==> src/xml_entity_decoder_unit_assert.svh <==
// Assertion macros shared by the XML entity decoder RTL.
// Define NO_ASSERTIONS to compile every check away; no other dependencies.
`ifndef XML_ENTITY_DECODER_UNIT_ASSERT_SVH
`define XML_ENTITY_DECODER_UNIT_ASSERT_SVH
`ifndef NO_ASSERTIONS
// Same-cycle implication, checked at each rising clock edge out of reset.
`define XED_ASSERT_NOW(lbl, clk, rst_n, ante, cons, msg) \
    lbl: assert property (@(posedge clk) disable iff (!rst_n) (ante) |-> (cons)) \
        else $error(msg);
// Next-cycle implication, checked at each rising clock edge out of reset.
`define XED_ASSERT_NEXT(lbl, clk, rst_n, ante, cons, msg) \
    lbl: assert property (@(posedge clk) disable iff (!rst_n) (ante) |=> (cons)) \
        else $error(msg);
`else
`define XED_ASSERT_NOW(lbl, clk, rst_n, ante, cons, msg)
`define XED_ASSERT_NEXT(lbl, clk, rst_n, ante, cons, msg)
`endif
`endif

==> src/xed_pkg.sv <==
// Package of the XML entity decoder: word types, decoder state, character
// constants and the constant marker and entity-name tables. No dependencies.
package xed_pkg;

    // Input and result words.
    typedef struct packed {
        logic [7:0] in_byte;
        logic       last_byte;
    } t_in_word;

    typedef struct packed {
        logic [7:0]  out_byte;
        logic        byte_valid;
        logic        done_res;
        logic        error;
        logic [15:0] decoded_count;
    } t_out_word;

    // Decoder modes, one-hot.
    typedef enum logic [10:0] {
        MODE_PLAIN = 11'b000_0000_0001,
        MODE_OPEN  = 11'b000_0000_0010,
        MODE_CDATA = 11'b000_0000_0100,
        MODE_AMP   = 11'b000_0000_1000,
        MODE_A     = 11'b000_0001_0000,
        MODE_NAME  = 11'b000_0010_0000,
        MODE_HASH  = 11'b000_0100_0000,
        MODE_DEC   = 11'b000_1000_0000,
        MODE_HEX0  = 11'b001_0000_0000,
        MODE_HEX   = 11'b010_0000_0000,
        MODE_ERR   = 11'b100_0000_0000
    } t_mode;

    // Kind of a run of held marker bytes.
    typedef enum logic {
        SEG_OPENER  = 1'b0,
        SEG_BRACKET = 1'b1
    } t_seg_kind;

    // Decoder state carried from one word to the next.
    typedef struct packed {
        t_mode      mode;
        logic [3:0] progress;
        logic [2:0] name_idx;
        logic [7:0] num_value;
        logic       err_seen;
    } t_dec_state;

    // Result bytes of one input word: a held run, one byte, a flushed run.
    typedef struct packed {
        t_seg_kind  kind_a;
        logic [3:0] len_a;
        logic       has_v;
        logic [7:0] v_byte;
        t_seg_kind  kind_b;
        logic [3:0] len_b;
        logic       err_flag;
        logic       last;
    } t_emit_plan;

    localparam t_dec_state DEC_STATE_RESET = '{
        mode:      MODE_PLAIN,
        progress:  4'd0,
        name_idx:  3'd0,
        num_value: 8'd0,
        err_seen:  1'b0
    };

    // Entity name indexes.
    localparam logic [2:0] NAME_AMP  = 3'd0;
    localparam logic [2:0] NAME_APOS = 3'd1;
    localparam logic [2:0] NAME_GT   = 3'd2;
    localparam logic [2:0] NAME_LT   = 3'd3;
    localparam logic [2:0] NAME_QUOT = 3'd4;

    localparam logic [3:0] OPENER_LEN = 4'd9;
    localparam logic [3:0] NAME_SPAN  = 4'd6;
    localparam logic [3:0] BRACKET_MAX = 4'd2;

    localparam logic [15:0] COUNT_OUT_MAX = 16'hFFFF;
    localparam logic [15:0] LIMIT_RESET   = 16'hFFFF;

    // Characters.
    localparam logic [7:0] CH_NUL   = 8'h00;
    localparam logic [7:0] CH_AMP   = 8'h26;
    localparam logic [7:0] CH_APOS  = 8'h27;
    localparam logic [7:0] CH_QUOT  = 8'h22;
    localparam logic [7:0] CH_SEMI  = 8'h3B;
    localparam logic [7:0] CH_HASH  = 8'h23;
    localparam logic [7:0] CH_LT    = 8'h3C;
    localparam logic [7:0] CH_GT    = 8'h3E;
    localparam logic [7:0] CH_BANG  = 8'h21;
    localparam logic [7:0] CH_LBRK  = 8'h5B;
    localparam logic [7:0] CH_RBRK  = 8'h5D;
    localparam logic [7:0] CH_0     = 8'h30;
    localparam logic [7:0] CH_9     = 8'h39;
    localparam logic [7:0] CH_UA    = 8'h41;
    localparam logic [7:0] CH_UC    = 8'h43;
    localparam logic [7:0] CH_UD    = 8'h44;
    localparam logic [7:0] CH_UF    = 8'h46;
    localparam logic [7:0] CH_UT    = 8'h54;
    localparam logic [7:0] CH_LA    = 8'h61;
    localparam logic [7:0] CH_LF    = 8'h66;
    localparam logic [7:0] CH_LG    = 8'h67;
    localparam logic [7:0] CH_LL    = 8'h6C;
    localparam logic [7:0] CH_LM    = 8'h6D;
    localparam logic [7:0] CH_LO    = 8'h6F;
    localparam logic [7:0] CH_LP    = 8'h70;
    localparam logic [7:0] CH_LQ    = 8'h71;
    localparam logic [7:0] CH_LS    = 8'h73;
    localparam logic [7:0] CH_LT_T  = 8'h74;
    localparam logic [7:0] CH_LU    = 8'h75;
    localparam logic [7:0] CH_LX    = 8'h78;
    localparam logic [7:0] HEX_UPPER_BIAS = 8'h37;
    localparam logic [7:0] HEX_LOWER_BIAS = 8'h57;

    // Byte at a position of the CDATA opener "<![CDATA[".
    function automatic logic [7:0] opener_char(input logic [3:0] pos);
        logic [7:0] ch;
        case (pos)
            4'd0:    ch = CH_LT;
            4'd1:    ch = CH_BANG;
            4'd2:    ch = CH_LBRK;
            4'd3:    ch = CH_UC;
            4'd4:    ch = CH_UD;
            4'd5:    ch = CH_UA;
            4'd6:    ch = CH_UT;
            4'd7:    ch = CH_UA;
            4'd8:    ch = CH_LBRK;
            default: ch = CH_NUL;
        endcase
        return ch;
    endfunction

    // Byte at a position of an entity name, terminator included; NUL past it.
    function automatic logic [7:0] name_char(input logic [2:0] idx, input logic [3:0] pos);
        logic [7:0] ch;
        ch = CH_NUL;
        case (idx)
            NAME_AMP: begin
                case (pos)
                    4'd0:    ch = CH_LA;
                    4'd1:    ch = CH_LM;
                    4'd2:    ch = CH_LP;
                    4'd3:    ch = CH_SEMI;
                    default: ch = CH_NUL;
                endcase
            end
            NAME_APOS: begin
                case (pos)
                    4'd0:    ch = CH_LA;
                    4'd1:    ch = CH_LP;
                    4'd2:    ch = CH_LO;
                    4'd3:    ch = CH_LS;
                    4'd4:    ch = CH_SEMI;
                    default: ch = CH_NUL;
                endcase
            end
            NAME_GT: begin
                case (pos)
                    4'd0:    ch = CH_LG;
                    4'd1:    ch = CH_LT_T;
                    4'd2:    ch = CH_SEMI;
                    default: ch = CH_NUL;
                endcase
            end
            NAME_LT: begin
                case (pos)
                    4'd0:    ch = CH_LL;
                    4'd1:    ch = CH_LT_T;
                    4'd2:    ch = CH_SEMI;
                    default: ch = CH_NUL;
                endcase
            end
            NAME_QUOT: begin
                case (pos)
                    4'd0:    ch = CH_LQ;
                    4'd1:    ch = CH_LU;
                    4'd2:    ch = CH_LO;
                    4'd3:    ch = CH_LT_T;
                    4'd4:    ch = CH_SEMI;
                    default: ch = CH_NUL;
                endcase
            end
            default: ch = CH_NUL;
        endcase
        return ch;
    endfunction

    // Decoded byte of a named entity.
    function automatic logic [7:0] name_value(input logic [2:0] idx);
        logic [7:0] ch;
        case (idx)
            NAME_AMP:  ch = CH_AMP;
            NAME_APOS: ch = CH_APOS;
            NAME_GT:   ch = CH_GT;
            NAME_LT:   ch = CH_LT;
            NAME_QUOT: ch = CH_QUOT;
            default:   ch = CH_NUL;
        endcase
        return ch;
    endfunction

    // Hex digit value; the top bit tells whether the byte is a hex digit.
    function automatic logic [4:0] hex_value(input logic [7:0] b);
        logic [4:0] r;
        r = 5'd0;
        if (b >= CH_0 && b <= CH_9) begin
            r = {1'b1, 4'(b - CH_0)};
        end else if (b >= CH_UA && b <= CH_UF) begin
            r = {1'b1, 4'(b - HEX_UPPER_BIAS)};
        end else if (b >= CH_LA && b <= CH_LF) begin
            r = {1'b1, 4'(b - HEX_LOWER_BIAS)};
        end
        return r;
    endfunction

endpackage

==> src/xed_step.sv <==
// Decode step of the XML entity decoder: next state and result plan for one
// input word. Purely combinational; depends on xed_pkg.
module xed_step (
    input  xed_pkg::t_dec_state i_state,
    input  xed_pkg::t_in_word   i_word,
    output xed_pkg::t_dec_state o_next,
    output xed_pkg::t_emit_plan o_plan
);

    logic [7:0] w_b;
    logic       w_is_dig;
    logic [7:0] w_dig;
    logic [4:0] w_hex;
    logic [7:0] w_name_ch;
    logic       w_name_hit;
    logic       w_open_hit;

    // Plain-text handling of the current byte, shared by two modes.
    xed_pkg::t_mode w_pl_mode;
    logic [3:0]     w_pl_prog;
    logic           w_pl_has_v;

    xed_pkg::t_dec_state n_state;
    xed_pkg::t_emit_plan w_plan;

    assign w_b        = i_word.in_byte;
    assign w_is_dig   = (w_b >= xed_pkg::CH_0) && (w_b <= xed_pkg::CH_9);
    assign w_dig      = w_b - xed_pkg::CH_0;
    assign w_hex      = xed_pkg::hex_value(w_b);
    assign w_name_ch  = xed_pkg::name_char(i_state.name_idx, i_state.progress);
    assign w_name_hit = (i_state.progress < xed_pkg::NAME_SPAN) &&
                        (w_b != xed_pkg::CH_NUL) && (w_b == w_name_ch);
    assign w_open_hit = (i_state.progress < xed_pkg::OPENER_LEN) &&
                        (w_b == xed_pkg::opener_char(i_state.progress));

    // A byte in plain text opens a marker, opens an entity or is text.
    always_comb begin
        w_pl_mode  = xed_pkg::MODE_PLAIN;
        w_pl_prog  = 4'd0;
        w_pl_has_v = 1'b0;
        if (w_b == xed_pkg::CH_LT) begin
            w_pl_mode = xed_pkg::MODE_OPEN;
            w_pl_prog = 4'd1;
        end else if (w_b == xed_pkg::CH_AMP) begin
            w_pl_mode = xed_pkg::MODE_AMP;
        end else begin
            w_pl_has_v = 1'b1;
        end
    end

    // Mode transitions and the bytes this word releases.
    always_comb begin
        n_state        = i_state;
        w_plan.kind_a  = xed_pkg::SEG_OPENER;
        w_plan.len_a   = 4'd0;
        w_plan.has_v   = 1'b0;
        w_plan.v_byte  = w_b;
        w_plan.kind_b  = xed_pkg::SEG_OPENER;
        w_plan.len_b   = 4'd0;
        w_plan.err_flag = 1'b0;
        w_plan.last    = i_word.last_byte;

        case (i_state.mode)
            xed_pkg::MODE_PLAIN: begin
                n_state.mode     = w_pl_mode;
                n_state.progress = w_pl_prog;
                w_plan.has_v     = w_pl_has_v;
            end
            xed_pkg::MODE_OPEN: begin
                if (w_open_hit) begin
                    if (i_state.progress + 4'd1 >= xed_pkg::OPENER_LEN) begin
                        n_state.mode     = xed_pkg::MODE_CDATA;
                        n_state.progress = 4'd0;
                    end else begin
                        n_state.progress = i_state.progress + 4'd1;
                    end
                end else begin
                    // Release the held opener bytes, then treat the byte as text.
                    w_plan.kind_a    = xed_pkg::SEG_OPENER;
                    w_plan.len_a     = i_state.progress;
                    n_state.mode     = w_pl_mode;
                    n_state.progress = w_pl_prog;
                    w_plan.has_v     = w_pl_has_v;
                end
            end
            xed_pkg::MODE_CDATA: begin
                if (w_b == xed_pkg::CH_RBRK) begin
                    if (i_state.progress < xed_pkg::BRACKET_MAX) begin
                        n_state.progress = i_state.progress + 4'd1;
                    end else begin
                        w_plan.has_v = 1'b1;
                    end
                end else if (w_b == xed_pkg::CH_GT &&
                             i_state.progress >= xed_pkg::BRACKET_MAX) begin
                    n_state.mode     = xed_pkg::MODE_PLAIN;
                    n_state.progress = 4'd0;
                end else begin
                    // Held brackets were section text after all.
                    w_plan.kind_a    = xed_pkg::SEG_BRACKET;
                    w_plan.len_a     = i_state.progress;
                    w_plan.has_v     = 1'b1;
                    n_state.progress = 4'd0;
                end
            end
            xed_pkg::MODE_AMP: begin
                n_state.mode = xed_pkg::MODE_NAME;
                n_state.progress = 4'd1;
                if (w_b == xed_pkg::CH_LA) begin
                    n_state.mode     = xed_pkg::MODE_A;
                    n_state.progress = 4'd0;
                end else if (w_b == xed_pkg::CH_LG) begin
                    n_state.name_idx = xed_pkg::NAME_GT;
                end else if (w_b == xed_pkg::CH_LL) begin
                    n_state.name_idx = xed_pkg::NAME_LT;
                end else if (w_b == xed_pkg::CH_LQ) begin
                    n_state.name_idx = xed_pkg::NAME_QUOT;
                end else if (w_b == xed_pkg::CH_HASH) begin
                    n_state.mode     = xed_pkg::MODE_HASH;
                    n_state.progress = 4'd0;
                end else begin
                    n_state.mode      = xed_pkg::MODE_ERR;
                    n_state.progress  = 4'd0;
                    n_state.num_value = 8'd0;
                    n_state.err_seen  = 1'b1;
                end
            end
            xed_pkg::MODE_A: begin
                n_state.mode     = xed_pkg::MODE_NAME;
                n_state.progress = 4'd2;
                if (w_b == xed_pkg::CH_LM) begin
                    n_state.name_idx = xed_pkg::NAME_AMP;
                end else if (w_b == xed_pkg::CH_LP) begin
                    n_state.name_idx = xed_pkg::NAME_APOS;
                end else begin
                    n_state.mode      = xed_pkg::MODE_ERR;
                    n_state.progress  = 4'd0;
                    n_state.num_value = 8'd0;
                    n_state.err_seen  = 1'b1;
                end
            end
            xed_pkg::MODE_NAME: begin
                if (w_name_hit && w_b == xed_pkg::CH_SEMI) begin
                    w_plan.has_v      = 1'b1;
                    w_plan.v_byte     = xed_pkg::name_value(i_state.name_idx);
                    n_state.mode      = xed_pkg::MODE_PLAIN;
                    n_state.progress  = 4'd0;
                    n_state.num_value = 8'd0;
                end else if (w_name_hit) begin
                    n_state.progress = i_state.progress + 4'd1;
                end else begin
                    n_state.mode      = xed_pkg::MODE_ERR;
                    n_state.progress  = 4'd0;
                    n_state.num_value = 8'd0;
                    n_state.err_seen  = 1'b1;
                end
            end
            xed_pkg::MODE_HASH: begin
                if (w_is_dig) begin
                    n_state.num_value = w_dig;
                    n_state.mode      = xed_pkg::MODE_DEC;
                end else if (w_b == xed_pkg::CH_LX) begin
                    n_state.mode = xed_pkg::MODE_HEX0;
                end else begin
                    n_state.mode      = xed_pkg::MODE_ERR;
                    n_state.progress  = 4'd0;
                    n_state.num_value = 8'd0;
                    n_state.err_seen  = 1'b1;
                end
            end
            xed_pkg::MODE_DEC: begin
                if (w_is_dig) begin
                    // Times ten as two shifts, kept modulo 256.
                    n_state.num_value = {i_state.num_value[4:0], 3'b000} +
                                        {i_state.num_value[6:0], 1'b0} + w_dig;
                end else if (w_b == xed_pkg::CH_SEMI) begin
                    w_plan.has_v      = 1'b1;
                    w_plan.v_byte     = i_state.num_value;
                    n_state.mode      = xed_pkg::MODE_PLAIN;
                    n_state.progress  = 4'd0;
                    n_state.num_value = 8'd0;
                end else begin
                    n_state.mode      = xed_pkg::MODE_ERR;
                    n_state.progress  = 4'd0;
                    n_state.num_value = 8'd0;
                    n_state.err_seen  = 1'b1;
                end
            end
            xed_pkg::MODE_HEX0: begin
                if (w_hex[4]) begin
                    n_state.num_value = {4'd0, w_hex[3:0]};
                    n_state.mode      = xed_pkg::MODE_HEX;
                end else begin
                    n_state.mode      = xed_pkg::MODE_ERR;
                    n_state.progress  = 4'd0;
                    n_state.num_value = 8'd0;
                    n_state.err_seen  = 1'b1;
                end
            end
            xed_pkg::MODE_HEX: begin
                if (w_hex[4]) begin
                    n_state.num_value = {i_state.num_value[3:0], w_hex[3:0]};
                end else if (w_b == xed_pkg::CH_SEMI) begin
                    w_plan.has_v      = 1'b1;
                    w_plan.v_byte     = i_state.num_value;
                    n_state.mode      = xed_pkg::MODE_PLAIN;
                    n_state.progress  = 4'd0;
                    n_state.num_value = 8'd0;
                end else begin
                    n_state.mode      = xed_pkg::MODE_ERR;
                    n_state.progress  = 4'd0;
                    n_state.num_value = 8'd0;
                    n_state.err_seen  = 1'b1;
                end
            end
            xed_pkg::MODE_ERR: begin
                n_state = i_state;
            end
            default: begin
                n_state = xed_pkg::DEC_STATE_RESET;
            end
        endcase

        // End of body: flush held marker bytes, flag an open entity.
        if (i_word.last_byte) begin
            if (n_state.mode == xed_pkg::MODE_OPEN) begin
                w_plan.kind_b = xed_pkg::SEG_OPENER;
                w_plan.len_b  = n_state.progress;
            end else if (n_state.mode == xed_pkg::MODE_CDATA) begin
                w_plan.kind_b = xed_pkg::SEG_BRACKET;
                w_plan.len_b  = n_state.progress;
            end else if (n_state.mode == xed_pkg::MODE_AMP ||
                         n_state.mode == xed_pkg::MODE_A ||
                         n_state.mode == xed_pkg::MODE_NAME ||
                         n_state.mode == xed_pkg::MODE_HASH ||
                         n_state.mode == xed_pkg::MODE_DEC ||
                         n_state.mode == xed_pkg::MODE_HEX0 ||
                         n_state.mode == xed_pkg::MODE_HEX) begin
                n_state.err_seen = 1'b1;
            end
        end
        w_plan.err_flag = n_state.err_seen;
        if (i_word.last_byte) begin
            n_state = xed_pkg::DEC_STATE_RESET;
        end
    end

    assign o_next = n_state;
    assign o_plan = w_plan;

endmodule

==> src/xml_entity_decoder_unit.sv <==
// Top level of the XML entity decoder: input register, result sequencer,
// output register. Depends on xed_pkg, xed_step and the assertion header.

// The decoder takes body text one word per cycle while o_stall is low and
// returns one result word per decoded byte, from a single output register. A
// word that releases no byte yields nothing, except the last word of a body,
// which always yields at least the done result. A word that releases n bytes
// holds the input register until all n results are loaded (n is at most 9,
// when a failed CDATA opener is flushed); the output register takes one result
// each cycle unless i_stall holds it, so unstalled plain text streams at one
// word per cycle. Each result word passes the input, then the output register.
// Bytes past the output limit come out with byte_valid low and are still
// counted; the count is reported on the done result.
`include "xml_entity_decoder_unit_assert.svh"

module xml_entity_decoder_unit #(
    parameter int unsigned COUNT_WIDTH = 16
) (
    input  logic              i_clk,
    input  logic              i_rst_n,
    input  logic              i_valid,
    output logic              o_stall,
    input  xed_pkg::t_in_word i_data,
    output logic              o_valid,
    input  logic              i_stall,
    output xed_pkg::t_out_word o_data,
    input  logic              i_cfg_wr_en,
    input  logic [15:0]       i_cfg_wr_data
);

    localparam int unsigned EXT_WIDTH = (COUNT_WIDTH > 16) ? COUNT_WIDTH : 16;

    xed_pkg::t_in_word   r_in;
    logic                r_in_valid;
    xed_pkg::t_dec_state r_state;
    xed_pkg::t_dec_state n_state;
    xed_pkg::t_emit_plan w_plan;
    logic [3:0]          r_idx;
    logic [COUNT_WIDTH-1:0] r_total;
    logic [15:0]         r_limit;
    xed_pkg::t_out_word  r_out;
    logic                r_out_valid;
    xed_pkg::t_out_word  n_out;

    logic [3:0]  w_nbytes;
    logic        w_empty_done;
    logic [3:0]  w_nres;
    logic        w_out_free;
    logic        w_out_load;
    logic        w_is_final;
    logic        w_is_done;
    logic        w_finish;
    logic        w_accept;
    logic [3:0]  w_off_b;
    logic [7:0]  w_sel_byte;
    logic        w_deliver;
    logic [COUNT_WIDTH-1:0] w_total_inc;
    logic [COUNT_WIDTH-1:0] w_total_after;
    logic [EXT_WIDTH-1:0]   w_total_ext;
    logic [15:0] w_count_sat;

    // Decode step for the word in the input register.
    xed_step u_step (
        .i_state (r_state),
        .i_word  (r_in),
        .o_next  (n_state),
        .o_plan  (w_plan)
    );

    // Result count of the held word and sequencing handshake.
    assign w_nbytes     = w_plan.len_a + 4'(w_plan.has_v) + w_plan.len_b;
    assign w_empty_done = w_plan.last && (w_nbytes == 4'd0);
    assign w_nres       = w_empty_done ? 4'd1 : w_nbytes;
    assign w_out_free   = !r_out_valid || !i_stall;
    assign w_out_load   = r_in_valid && (w_nres != 4'd0) && w_out_free;
    assign w_is_final   = (r_idx == w_nres - 4'd1);
    assign w_is_done    = w_plan.last && w_is_final;
    assign w_finish     = r_in_valid && ((w_nres == 4'd0) || (w_out_load && w_is_final));
    assign o_stall      = r_in_valid && !w_finish;
    assign w_accept     = i_valid && !o_stall;

    // Byte at the current result index: held run, single byte, flushed run.
    assign w_off_b = r_idx - w_plan.len_a - 4'(w_plan.has_v);
    always_comb begin
        if (r_idx < w_plan.len_a) begin
            w_sel_byte = (w_plan.kind_a == xed_pkg::SEG_OPENER) ?
                         xed_pkg::opener_char(r_idx) : xed_pkg::CH_RBRK;
        end else if (w_plan.has_v && r_idx == w_plan.len_a) begin
            w_sel_byte = w_plan.v_byte;
        end else begin
            w_sel_byte = (w_plan.kind_b == xed_pkg::SEG_OPENER) ?
                         xed_pkg::opener_char(w_off_b) : xed_pkg::CH_RBRK;
        end
    end

    // Output limit check and saturating byte count.
    assign w_deliver     = EXT_WIDTH'(r_total) < EXT_WIDTH'(r_limit);
    assign w_total_inc   = (r_total == {COUNT_WIDTH{1'b1}}) ? r_total :
                           r_total + COUNT_WIDTH'(1);
    assign w_total_after = w_empty_done ? r_total : w_total_inc;
    assign w_total_ext   = EXT_WIDTH'(w_total_after);
    assign w_count_sat   = (w_total_ext > EXT_WIDTH'(xed_pkg::COUNT_OUT_MAX)) ?
                           xed_pkg::COUNT_OUT_MAX : w_total_ext[15:0];

    // Result word for the current index.
    always_comb begin
        n_out.byte_valid    = !w_empty_done && w_deliver;
        n_out.out_byte      = n_out.byte_valid ? w_sel_byte : 8'd0;
        n_out.done_res      = w_is_done;
        n_out.error         = w_is_done && w_plan.err_flag;
        n_out.decoded_count = w_is_done ? w_count_sat : 16'd0;
    end

    // Control registers.
    always_ff @(posedge i_clk) begin
        if (!i_rst_n) begin
            r_in_valid  <= 1'b0;
            r_out_valid <= 1'b0;
            r_idx       <= 4'd0;
            r_state     <= xed_pkg::DEC_STATE_RESET;
            r_total     <= '0;
            r_limit     <= xed_pkg::LIMIT_RESET;
        end else begin
            if (i_cfg_wr_en) begin
                r_limit <= i_cfg_wr_data;
            end
            if (w_accept) begin
                r_in_valid <= 1'b1;
            end else if (w_finish) begin
                r_in_valid <= 1'b0;
            end
            if (w_finish) begin
                r_state <= n_state;
                r_idx   <= 4'd0;
            end else if (w_out_load) begin
                r_idx <= r_idx + 4'd1;
            end
            if (w_out_load) begin
                r_total <= w_is_done ? '0 : w_total_after;
            end
            if (w_out_load) begin
                r_out_valid <= 1'b1;
            end else if (!i_stall) begin
                r_out_valid <= 1'b0;
            end
        end
    end

    // Payload registers.
    always_ff @(posedge i_clk) begin
        if (w_accept) begin
            r_in <= i_data;
        end
        if (w_out_load) begin
            r_out <= n_out;
        end
    end

    assign o_valid = r_out_valid;
    assign o_data  = r_out;

    // Checks on sequencing and result fields.
    `XED_ASSERT_NOW(a_idx_needs_word, i_clk, i_rst_n, r_idx != 4'd0, r_in_valid,
        "result index advanced without a held word")
    `XED_ASSERT_NOW(a_idle_fields, i_clk, i_rst_n, o_valid && !o_data.done_res,
        !o_data.error && o_data.decoded_count == 16'd0,
        "status fields set on a result that is not the done word")
    `XED_ASSERT_NOW(a_suppressed_zero, i_clk, i_rst_n, o_valid && !o_data.byte_valid,
        o_data.out_byte == 8'd0, "suppressed result carries a nonzero byte")
    `XED_ASSERT_NEXT(a_count_cleared, i_clk, i_rst_n, w_out_load && w_is_done,
        r_total == '0 && r_state == xed_pkg::DEC_STATE_RESET,
        "body state not cleared after the done word")

endmodule
==> config.mk <==
export PLATFORM = sky130hd
export DESIGN_NAME = xml_entity_decoder_unit
export DESIGN_NICKNAME = d
export VERILOG_FILES = /design/src/xed_pkg.sv /design/src/xed_step.sv /design/src/xml_entity_decoder_unit.sv
export VERILOG_INCLUDE_DIRS = /design/src /design/src/src
export SDC_FILE = /design/constraint.sdc
export NUM_CORES = 1
export LEC_CHECK = 0
export BUFFER_PORTS_ARGS = -buffer_cell sky130_fd_sc_hd__buf_2
export CORE_MARGIN = 3
export CORE_UTILIZATION = 50
export DETAILED_ROUTE_END_ITERATION = 10
export PLACE_DENSITY = 0.68
export SKIP_LAST_GASP = 1
export SLEW_MARGIN = 20
export SYNTH_ARGS = -nofsm -noshare
export SYNTH_HDL_FRONTEND = slang
export SYNTH_SLANG_ARGS = --single-unit
==> constraint.sdc <==
create_clock -name i_clk -period 16.2 [get_ports i_clk]
set_input_delay 1.62 -clock i_clk [delete_from_list [all_inputs] [get_ports i_clk]]
set_output_delay 1.62 -clock i_clk [all_outputs]
set_load 0.005 [all_outputs]
## After elaboration in Yosys (flattened, before gate mapping)

Memory sizes are Yosys's and may differ from the RTL's. A register that Yosys moved wholly into a read port is not among the register bits.
Index checks and enable logic that the tools add are counted.
W data, S select, Z words.

| word-level totals | value |
|---|---|
| register bits | 101 |
| bits in latches | 0 |
| bits in writable memories | 0 |
| bits in read-only memories | 336 |
| input bits | 30 |
| output and inout bits | 29 |
| word-level logic and storage cells | 258 |
| memories | 3 |

Memories:

| name | depth | width | read ports | clocked after Yosys merged registers in | wr ports | RTL line | source |
|---|---|---|---|---|---|---|---|
| (name not given) | 16 | 7 | 1 | 1 | 0 | xed_pkg.sv:120 | `case (pos)` |
| (name not given) | 16 | 7 | 1 | 0 | 0 | xed_pkg.sv:120 |  |
| (name not given) | 16 | 7 | 1 | 1 | 0 | xed_pkg.sv:120 |  |

| operators by class | value |
|---|---|
| $add $sub $neg | 13 |
| multipliers | 0 |
| div/mod/pow operators | 0 |
| $lt $le $gt $ge | 14 |
| equal/unequal tests | 60 |
| shifts and indexed selects | 0 |
| muxes and demuxes | 106 |
| bitwise operators | 1 |
| reductions and logical operators | 44 |

Operator list:

| cell | number |
|---|---|
| $mux W15 | 12 |
| $pmux W15 S11 | 1 |
| $mux W9 | 12 |
| $mux W11 | 8 |
| $pmux W9 S8 | 1 |
| $pmux W7 S5 | 2 |
| $eq A8 B7 Y1 const B | 8 |
| $mux W16 | 4 |
| $mux W8 | 8 |
| $mux W4 | 14 |
| $pmux W7 S3 | 2 |
| $eq A8 B6 Y1 const B | 5 |
| $mux W5 | 8 |
| $pmux W8 S5 | 1 |
| $pmux W6 S5 | 1 |
| $pmux W7 S4 | 1 |
| $mux W27 | 1 |
| $pmux W8 S3 | 1 |
| $eq A11 B10 Y1 const B | 2 |
| $eq A11 B2 Y1 const B | 2 |
| $eq A11 B3 Y1 const B | 2 |
| $eq A11 B4 Y1 const B | 2 |
| $eq A11 B5 Y1 const B | 2 |
| $eq A11 B6 Y1 const B | 2 |
| 63 further kinds | 136 |

## Longest topological paths before layout

| depth | value |
|---|---|
| word-level depth | 27 |
| gate-level depth with buffers | 34 |
| gate-level depth less buffers | 30 |

## Hierarchy

A second synthesis with hierarchy kept.

| second synthesis, totals | value |
|---|---|
| cells, all modules | 1,159 |
| area total of the unflattened synthesis | 9,014.9 µm² |

Modules (own cells, without submodules):

| module | instances | cells an instance | area each (µm²) | seq. area each (µm²) |
|---|---|---|---|---|
| xml_entity_decoder_unit | 1 | 635 | 5,676.7 | 2,522.4 |
| xed_step | 1 | 524 | 3,338.2 | 0.0 |

## Worst setup path before layout

OpenSTA, ideal clock, no wires.

| timing | value |
|---|---|
| path type | flip-flop to output port |
| start point | register r_state[13] (netlist name) |
| end point | output o_stall |
| data arrival time | 5,771 ps |
| required time | 14,580 ps |
| slack | 8,809 ps |
| stages on the path, launching flop included | 30 |
| buffers on the path | 3 |
| path through | dfxtp_1 > clkbuf_1 > inv_1 > ha_1 > clkbuf_1 > nor3_1 > o221ai_1 > o31a_1 > o21a_1 > and4_1 > clkbuf_1 > a311o_1 > a221oi_1 > nor2_1 > ha_1 > a21o_1 > a21oi_1 > o41a_1 > nand2_1 > nand2_2 > xor2_4 > a31oi_1 > ha_1 > xnor2_1 > xnor2_1 > nand2_1 > nor3_1 > mux2_2 > o211a_4 > nor2_1 |

| between the ends | value |
|---|---|
| longest elaborated chain between the ends | 24 |

RTL lines:

| item | RTL line | source |
|---|---|---|
| start: declaration | xml_entity_decoder_unit.sv:35 | `xed_pkg::t_dec_state r_state;` |
| start signal: assignment | xml_entity_decoder_unit.sv:120 | `r_state <= xed_pkg::DEC_STATE_RESET;` |
| start signal: assignment | xml_entity_decoder_unit.sv:133 | `r_state <= n_state;` |
| $eq A4 B3 Y1 (tied with other cells) | xed_pkg.sv:150, xed_pkg.sv:176 |  |
| $pmux W7 S5 (tied with other cells) | xed_pkg.sv:176 | `case (pos)` |
| $pmux W8 S5 | xed_pkg.sv:139 | `case (idx)` |
| $eq A8 B8 Y1 | xed_step.sv:32 | `(w_b != xed_pkg::CH_NUL) && (w_b == w_name_ch);` |
| $logic_and A1 B1 Y1 | xed_step.sv:32 |  |
| $mux W11 / $logic_and A1 B1 Y1 (equally long branches) | xed_step.sv:148, xed_step.sv:142 |  |
| $mux W15 | xed_step.sv:142 | `if (w_name_hit && w_b == xed_pkg::CH_SEMI) begin` |
| $pmux W15 S11 | xed_step.sv:63 | `case (i_state.mode)` |
| (+5 left out) | n/a |  |
| $logic_not A4 Y1 | xml_entity_decoder_unit.sv:72 | `assign w_empty_done = w_plan.last && (w_nbytes == 4'd0);` |
| $logic_and A1 B1 Y1 | xml_entity_decoder_unit.sv:72 |  |
| $mux W4 * | xml_entity_decoder_unit.sv:73 | `assign w_nres = w_empty_done ? 4'd1 : w_nbytes;` |
| parallel branches: the longest is 4 deep, another holds $sub A4 B1 Y4 | n/a |  |
| $logic_or A1 B1 Y1 * | xml_entity_decoder_unit.sv:78 | `assign w_finish = r_in_valid && ((w_nres == 4'd0) \|\| (w_out_load && w_is_final));` |
| $logic_and A1 B1 Y1 * | xml_entity_decoder_unit.sv:78 |  |
| $logic_not A1 Y1 * | xml_entity_decoder_unit.sv:79 | `assign o_stall = r_in_valid && !w_finish;` |
| $logic_and A1 B1 Y1 * | xml_entity_decoder_unit.sv:79 |  |
| end: declaration | xml_entity_decoder_unit.sv:22 | `output logic o_stall,` |

Every way passes the cells marked *.

## Worst setup path in the final report

| timing | value |
|---|---|
| start point | register r_in[6] (netlist name) |
| end point | output o_stall |

| between the ends | value |
|---|---|
| longest elaborated chain between the ends | 23 |

RTL lines:

| item | RTL line | source |
|---|---|---|
| start: declaration | xml_entity_decoder_unit.sv:33 | `xed_pkg::t_in_word r_in;` |
| start signal: assignment | xml_entity_decoder_unit.sv:152 | `r_in <= i_data;` |
| $ge A8 B7 Y1 (tied with other cells) | xed_pkg.sv:212 | `end else if (b >= CH_LA && b <= CH_LF) begin` |
| $logic_and A1 B1 Y1 / $mux W15 (equally long branches) | xed_pkg.sv:212, xed_step.sv:117 |  |
| $mux W5 / $mux W15 (equally long branches) | xed_pkg.sv:212, xed_step.sv:115 |  |
| $mux W5 / $mux W15 (equally long branches) | xed_pkg.sv:210, xed_step.sv:113 |  |
| $mux W5 / $mux W15 (equally long branches) | xed_pkg.sv:208, xed_step.sv:111 |  |
| $mux W15 (tied with other cells) | xed_step.sv:200 | `if (w_hex[4]) begin` |
| $pmux W15 S11 | xed_step.sv:63 |  |
| $eq A11 B3 Y1 | xed_step.sv:228 | `end else if (n_state.mode == xed_pkg::MODE_CDATA) begin` |
| (+4 left out) | n/a |  |
| $logic_not A4 Y1 | xml_entity_decoder_unit.sv:72 |  |
| $logic_and A1 B1 Y1 | xml_entity_decoder_unit.sv:72 |  |
| $mux W4 * | xml_entity_decoder_unit.sv:73 |  |
| parallel branches: the longest is 4 deep, another holds $sub A4 B1 Y4 | n/a |  |
| $logic_or A1 B1 Y1 * | xml_entity_decoder_unit.sv:78 |  |
| $logic_and A1 B1 Y1 * | xml_entity_decoder_unit.sv:78 |  |
| $logic_not A1 Y1 * | xml_entity_decoder_unit.sv:79 |  |
| $logic_and A1 B1 Y1 * | xml_entity_decoder_unit.sv:79 |  |

Marks and branches as above.

==> impl_metrics.toml <==
[sta]
finalMaxSlewViolations = 0
fmax_mhz = 115.5
layout_setup_ws_ns = 7.542
final_hold_viol_count = 0
hold_slack_ns = 0.4749
fin_crit_ns = 8.658
setup_viol = 0
tightest_slew_ns = 0.9576
slew_headroom_pct = 35.93
finalClockSkew_ns = 0.01074
finalCritPeriodShare_pct = 53.44
rsz0062_at_grt = "no"
timing.setup.tns_ns = 0

[hold_path]
whs_path_depth = 2
hold_class = "reg -> reg"
hold_start = "r_state[8]"

[synthesis]
ys_warn_count = 0
synth-main-ff-cell = "dfxtp_1"
synthCells = 1079
syn_area_per_cell_um2 = 8.285
seq_area_frac_synth_pct = 29.78
syn-cell-area_mm2 = 0.008940
syn_nets = 1168
synth_cell_type_count = 98
synth-seq-cells = 115
ys_async_sr_fraction_pct = 0
synth-edff-count = 36

[power]
power.total_uw = 768.7
peakVddDrop_mv = 0.08880
p_switching_uw = 210.3
leakagePower_nw = 3.929
p_int_uw = 558.4
sw_frac_of_total_pct = 27.36
clockPowerShare_pct = 46.2
p_seq_share_pct = 41.7
p_comb_share_pct = 12.2
power_density_mw_per_mm2 = 77.89

[global_routing]
grt_antenna_before_repair = 0
gr-total-overflow = 0
grt_pass1_vias = 7658
grt_pass1_wl_um = 41030
grt_usage_pct = 25.73
grt_max_degree = 41

[clock_tree]
clock_sinks = 115
clk_latency_ns = 0.43
cts_buffer_depth = 2
numCtsBuffers = 17
cts_setup_buffers = 0
cts_tree = "built"
cts_max_level = 4
clkTransAtPathRegs_ns = 0.06
root_buffer = "clkbuf_16"
postCtsHoldBufs = 0
cts_resized = 0

[setup_path]
critical-path-slowest-cell = "a2111oi_0"
critPathCaptureType = "primary output"
path_class = "reg -> out"
reg2reg_from = "r_in[6]"
critPathLaunchType = "flip-flop"
critPathLaunch = "r_in[6]"
path_max_fanout = 11
critPathRequiredTime_ns = 14.58
crit_arrival_ns = 7.04
max_stage_delay_ns = 0.65
reg2reg_depth = 27

[outcome]
outcome = "finished clean"

[floorplan]
die_h_um = 139.7
core-area_mm2 = 0.01742
die_w_um = 139.7
initial_core_util_pct = 51.33
rows = 48
io_pins = 59
die_area_mm2 = 0.01952

[cells_and_area]
final_nets = 1193
fin_util_pct = 56.67
n_antenna_cell = 0
layout_common_cells = "nand2_1 (115), nor2_1 (97), dfxtp_1 (79)"
syn2layout_area_growth_pct = 10.40
nFillCells = 1635
seq_area_mm2 = 0.002663
final_common_cell = "nand2_1"
multi_input_area_mm2 = 0.005826
layout-drive-gt1-share_pct = 12.44

[placed_design]
gp_congestion = 0.9784
dpl.hpwl_um = 18590
place_ws_ns = 8.161
io_buffers = 58

[routing]
drt_first_pass_iters = 5
drc_errors = 0
via_per_inst = 6.190
finalWirelength_um = 25460
wl_per_cell_um = 18.97
via_count = 8307
ant_nets = 0
drt_iter0_markers = 794

[run]
drv_cap = 0
-- critical path, delay by kind of cell (launching register included) --
family                   cells  cell delay (ns)
multiplexers                 1             0.30
adder cells (fa/ha/maj)      3             1.08
flip-flops                   1             0.58
AND/OR/NAND/NOR              6             0.78
AO/OA/AOI/OAI               11             3.08
buffers and inverters        2             0.26
XOR/XNOR                     3             0.52
-- cell usage after synthesis, types with 7 or more instances --
library cell,number,area [um^2]
xnor2_1,36,315.3
o21ai_0,38,190.2
or4_1,9,67.56
and2_1,13,81.33
nand2_1,115,431.7
or3_1,23,143.9
buf_2,18,90.09
a21o_1,17,127.6
o21a_1,10,75.07
nand3_1,26,130.1
ha_1,50,625.6
o211ai_1,28,210.2
edfxtp_1,36,1081
nand2b_1,18,112.6
xor2_1,11,96.34
mux2i_1,19,190.2
clkbuf_1,35,131.4
nand3b_1,9,67.56
dfxtp_1,79,1582
and3_1,12,75.07
inv_1,50,187.7
a21oi_1,74,370.4
nor3_1,27,135.1
nor2_1,97,364.1
nand4_1,18,112.6
o31ai_1,7,52.55
fa_1,9,180.2
a31oi_1,14,87.58
nor2b_1,14,87.58
nor4_1,13,81.33
-- cell families after synthesis --
| logic type | synth area share, % |
|---|---|
| simple gates | 25.67 |
| compound gates | 22.86 |
| flops | 29.78 |
| buf+inv | 5.081 |
| fa+ha+maj | 9.013 |
| xor+xnor | 5.095 |
| mux | 2.505 |
-- per-layer routing --
metal,GRT usage [%],wire length (um),part of all wire [%]
met2,41.07,11570,45
met1,34.47,11230,44
met5,0,0,0
met4,10.50,944,3.7
met3,4.708,1721,6.8
-- final cells by class --
cell class,instances,area share (%)
multi-input cells,853,59.03
repair buffers,65,3.474
inverters,52,1.978
flip-flops and latches,115,26.98
well taps,225,2.852
clock inverters,10,0.7733
clock buffers,22,4.919
-- through the flow --
step	std cells	cell area (um^2)
finish	1342	9869
global route	1342	9869
CTS	1342	9867
detailed placement	1310	9305
global placement	1310	9305
floorplan	1079	8940
-- power by group through the flow --
stage,registers [mW],logic (mW),clock network (mW)
after floorplan,0.320,0.0695,0
after detailed placement,0.326,0.0929,0
after global placement,0.326,0.0917,0
final,0.320,0.0936,0.355
after global routing,0.321,0.104,0.372
after CTS,0.320,0.0934,0.360
-- worst paths after layout --
path	end	slack (ns)
worst max-delay path	o_stall	7.54
worst min-delay path	r_state[8]	0.47
worst min register to register	r_state[8]	0.47
worst max register to register	flip-flop	8.31
(Power assumes the default switching activity.)
